<file path="src/rtl/core/fspa_pkg.sv">
`timescale 1ns / 1ps
`default_nettype none
// ----------------------------------------------------------------------------
// fspa_pkg
// Types and constants shared by the slot pool allocator modules.
// ----------------------------------------------------------------------------
package fspa_pkg;

  localparam int unsigned SLOT_W     = 10;
  localparam int unsigned LINK_DEPTH = 1 << SLOT_W;

  typedef enum logic [1:0] {
    MODE_ALLOC   = 2'd0,
    MODE_FREE    = 2'd1,
    MODE_RELEASE = 2'd2
  } mode_e;

  typedef enum logic {
    STATUS_OK   = 1'b0,
    STATUS_FULL = 1'b1
  } status_e;

  typedef enum logic {
    ST_IDLE,
    ST_POP
  } state_e;

  typedef struct packed {
    mode_e             mode;
    logic [SLOT_W-1:0] free_slot;
  } in_t;

  typedef struct packed {
    logic [SLOT_W-1:0] slot;
    status_e           status;
  } out_t;

  // One free-list link: valid marks that a further entry follows
  typedef struct packed {
    logic              valid;
    logic [SLOT_W-1:0] next;
  } link_t;

  typedef struct packed {
    logic              we;
    logic              re;
    logic [SLOT_W-1:0] addr;
    link_t             wdata;
  } link_req_t;

  typedef struct packed {
    logic inc;
    logic clr;
  } fresh_ctl_t;

endpackage
`default_nettype wire

</file>
<file path="src/rtl/core/fspa_fresh_cnt.sv">
`timescale 1ns / 1ps
`default_nettype none
// ----------------------------------------------------------------------------
// fspa_fresh_cnt
// Counter of never-used slots handed out, saturating at the pool capacity.
// ----------------------------------------------------------------------------
module fspa_fresh_cnt
  import fspa_pkg::*;
#(
  parameter int unsigned CAPACITY = 1024
) (
  input  wire logic         clk_i,
  input  wire logic         rst_ni,
  input  wire fresh_ctl_t   ctl_i,
  output logic              avail_o,
  output logic [SLOT_W-1:0] slot_o
);

  localparam int unsigned CNT_W = $clog2(CAPACITY + 1);
  localparam logic [CNT_W-1:0] CAP = CNT_W'(CAPACITY);

  logic [CNT_W-1:0] count_q, count_d;

  assign avail_o = (count_q != CAP);
  assign slot_o  = SLOT_W'(count_q);  // wide slot numbers wrap to the port width

  always_comb begin
    count_d = count_q;
    if (ctl_i.clr) begin
      count_d = '0;
    end else if (ctl_i.inc && avail_o) begin
      count_d = count_q + CNT_W'(1);
    end
  end

  always_ff @(posedge clk_i or negedge rst_ni) begin
    if (!rst_ni) begin
      count_q <= '0;
    end else begin
      count_q <= count_d;
    end
  end

endmodule
`default_nettype wire

</file>
<file path="config.mk">
export PLATFORM = sky130hd
export DESIGN_NAME = fspa_fresh_cnt
export DESIGN_NICKNAME = d
export VERILOG_FILES = /design/src/rtl/core/fspa_pkg.sv /design/src/rtl/core/fspa_fresh_cnt.sv
export SDC_FILE = /design/constraint.sdc
export NUM_CORES = 1
export LEC_CHECK = 0
export ABC_AREA = 1
export BUFFER_PORTS_ARGS = -buffer_cell sky130_fd_sc_hd__clkbuf_2
export CAP_MARGIN = 10
export CORE_MARGIN = 2
export CORE_UTILIZATION = 30
export CTS_BUF_LIST = sky130_fd_sc_hd__clkbuf_8
export DETAILED_ROUTE_END_ITERATION = 8
export GPL_ROUTABILITY_DRIVEN = 0
export PLACE_DENSITY = 0.45
export SYNTH_ARGS = -nofsm -noshare
export SYNTH_HDL_FRONTEND = slang
export SYNTH_SLANG_ARGS = --single-unit
</file>
<file path="constraint.sdc">
create_clock -name clk_i -period 1.9 [get_ports clk_i]
set_input_delay 0.19 -clock clk_i [delete_from_list [all_inputs] [get_ports clk_i]]
set_output_delay 0.19 -clock clk_i [all_outputs]
set_load 0.005 [all_outputs]
</file>
==> summary.txt <==
Die
  • Initial Utilization: 31.6%
  • Row Count: 18
  • Die extent in y: between 50 and 60 um
  • Die Wd: 54.9 um
  • I/O pin total: 15
  • Die ar.: approximately 3000 um^2
  • Standard cell core area: 2450 um^2

STA
  • Shortest clock period the worst path allows after layout: 1.61 ns
  • Total setup violations reported at the end of the flow: 0
  • Max Transition Viols Final: 0
  • Worst Clk Skew: 0.00184 ns
  • Setup TNS: 0 ns
  • Highest achievable clock rate: roughly 620 MHz
  • Max_slew headroom: 69.3%
  • Hold Worst Slack: 0.297 ns
  • Worst slew pin tran: 0.460 ns
  • Hold Fails Final Rpt: 0
  • Unrepaired setup endpoints after global routing: false
  • Fin crit share: 84.6%

Layout
  • Regs by FF count: count_q: 11 flops
  • Number of flip-flops under the largest register name: 11
  • Cell area after layout: between 800 and 900 um^2
  • Filler Cell Count: 292
  • Antenna cells: 0
  • Area growth from synthesis to layout: 12.3%
  • Largest Register: count_q
  • Post-layout util: between 30% and 40%
  • Net count of the finished layout: around 130
  • Fraction of layout cells with a size suffix above 1: roughly 18%

Yosys
  • Warnings, synthesis: 0
  • Cell count after synthesis: 110
  • Top cell type's share of synthesized area: a little over a third
  • Post-synthesis sequential area ratio: 35.5%
  • Post-synthesis register bit count: 11
  • Netlist Area Pre-Place: around 780 um^2
  • Synth unique cells: 13
  • Post-synthesis average cell area: between 7 and 8 um^2
  • Synthesized netlist net count: 116
  • Dominant cells by area after synthesis: sky130_fd_sc_hd__dfrtp_1 35%, sky130_fd_sc_hd__nand2_1 15%, sky130_fd_sc_hd__buf_4 9.7%
  • Area leader, netlist: sky130_fd_sc_hd__dfrtp_1

Clocking
  • Clock transition at the registers of the reported paths: 0.06 ns
  • Count of hold buffers inserted by post-cts repair: 1
  • Count of instances resized after the clock tree is built: 0
  • H-tree levels: 1
  • Clk Latency, worst-skew pair: 0.24 ns
  • Buffer levels on the longest clock path: 2
  • Post CTS Setup Buffer Count: 0
  • Number of sinks handled by clock tree synthesis: 11
  • CTS Root Cell: sky130_fd_sc_hd__clkbuf_8
  • CTS buffer count: 3
  • TritonCTS clock tree: built

Routing
  • Routed len/inst: 12.0 um
  • Number of optimization iterations in the first detailed-route pass: 4
  • Number of antenna-violating nets in the routed design: 0
  • Number of vias per cell: 4.69
  • Via count: 703
  • Detailed router's first-iteration violation count: 9
  • Final wirelength: ~1800 um
  • # DRC: 0

GRT
  • Number of global-route vias before repair: 662
  • GR Overflow Total: 0
  • Maximum number of pins on one net before global-route repair: 12
  • Initial antenna violation count: 0
  • Overall global routing resource usage: 15.2%
  • Wire length of the first global-routing pass: 3150 um

Min path
  • Class of the tightest hold or removal check: input pin to register

Worst setup path
  • Critical Path End Type: register
  • Worst reg2reg path startpoint: count_q[0]
  • Arrival time reported for the critical path endpoint: 1.74 ns
  • Capturing point of the worst reg2reg path: count_q[7]
  • Cell count of the worst reg-to-reg path: 8
  • Setup slack on the worst flop-to-flop path: 0.29 ns
  • Critical Path Source: count_q[0]
  • Worst setup path class: register to register
  • Capturing instance or port of the critical path: count_q[7]
  • Critical path fanouts, max: 10
  • Critical Path Start Type: register
  • WP data required: 2.03 ns

Pwr
  • Tot Pwr: 527 uW
  • Peak ir drop on the vdd network: 227 uV
  • Lkg Pwr: 0.000464 uW
  • Power density over the cells: between 600 and 700 nW/um^2

Place
  • Estimated wirelength of the detail-placed design: around 1300 um
  • Total of buffers placed on input and output ports: 14
  • DP Area: 816 um^2

Flow run
  • Max-cap violation count: 0

Run status
  • Status: finished, final reports clean
==> per-layer routing <==
layer / vias up / global-route usage (%) / routed length (um)
met1: 328 / 21.4 / 905
li1: 359 / - / -
met4: 0 / 6.25 / 10
met3: 2 / 3.28 / 64
met2: 14 / 22.2 / 820
met5: - / 0 / 0
==> per-stage QoR <==
stage               instances  setup WS, ns
global route              150        0.0950
global placement          145         0.326
finish                    150         0.292
CTS                       150         0.266
detailed placement        145         0.291
floorplan                 110         0.526
==> cells by family after synthesis <==
family | synth area share (%)
buffers and inverters | 15.5
adder cells (fa/ha/maj) | 3.23
AND/OR/NAND/NOR | 37.6
XOR/XNOR | 5.64
flip-flops | 35.5
AO/OA/AOI/OAI | 2.58
==> final cells by class <==
class | instances | area (um^2) | area share, %
well taps | 30 | 37.5 | 4.31
multi-input cells | 77 | 380 | 43.7
clock buffers | 3 | 41.3 | 4.74
repair buffers | 16 | 87.6 | 10.1
clock inverters | 1 | 3.75 | 0.431
inverters | 12 | 45.0 | 5.17
flip-flops and latches | 11 | 275 | 31.6
==> placed cells by master, fill, tap and decap left out <==
cell / netlist / routed
sky130_fd_sc_hd__dlygate4sd3_1: 0 / 1
sky130_fd_sc_hd__clkbuf_8: 0 / 3
sky130_fd_sc_hd__xor2_1: 5 / 5
sky130_fd_sc_hd__nand3_1: 13 / 13
sky130_fd_sc_hd__dfrtp_1: 11 / 11
sky130_fd_sc_hd__nand2_1: 32 / 32
sky130_fd_sc_hd__o21ai_0: 4 / 4
sky130_fd_sc_hd__nor2_2: 2 / 2
sky130_fd_sc_hd__nor2_1: 12 / 12
sky130_fd_sc_hd__ha_1: 2 / 2
sky130_fd_sc_hd__clkinv_1: 1 / 1
sky130_fd_sc_hd__nor2_4: 1 / 1
sky130_fd_sc_hd__inv_1: 11 / 12
sky130_fd_sc_hd__clkbuf_2: 0 / 14
sky130_fd_sc_hd__buf_4: 10 / 1
sky130_fd_sc_hd__nand4_1: 6 / 6
==> cell usage after synthesis, drive strengths merged <==
cell / n
buf: 10
clkinv: 1
dfrtp: 11
ha: 2
inv: 11
nand2: 32
nand3: 13
nand4: 6
nor2: 15
o21ai: 4
xor2: 5
==> where the power goes <==
group          internal, uW  total [uW]  switching, uW  leakage (uW)
clock network           143         243            100     0.0000269
registers               238         244           5.49      0.000152
logic                  14.1        40.3           26.2      0.000284
==> how the worst min path moves through the flow <==
stage | start | end | depth (start not counted)
2_1_floorplan | rst_ni | count_q[0] | 0
3_3_place_gp | rst_ni | count_q[0] | 1
3_5_place_dp | rst_ni | count_q[0] | 1
4_1_cts | ctl_i[0] | count_q[4] | 4
5_1_grt | ctl_i[0] | count_q[4] | 4
6_report | ctl_i[0] | count_q[4] | 4
==> worst max-delay path, cell delays in order, from the launching register on <==
cell and delay [ns]:
sky130_fd_sc_hd__dfrtp_1 0.43, sky130_fd_sc_hd__inv_1 0.10, sky130_fd_sc_hd__ha_1 0.20, sky130_fd_sc_hd__nand3_1 0.09, sky130_fd_sc_hd__nor2_2 0.06, sky130_fd_sc_hd__nor2_2 0.36, sky130_fd_sc_hd__nor2_4 0.11, sky130_fd_sc_hd__nand2_1 0.09
sky130_fd_sc_hd__nand2_1 0.05
(Power assumes the default switching activity.)
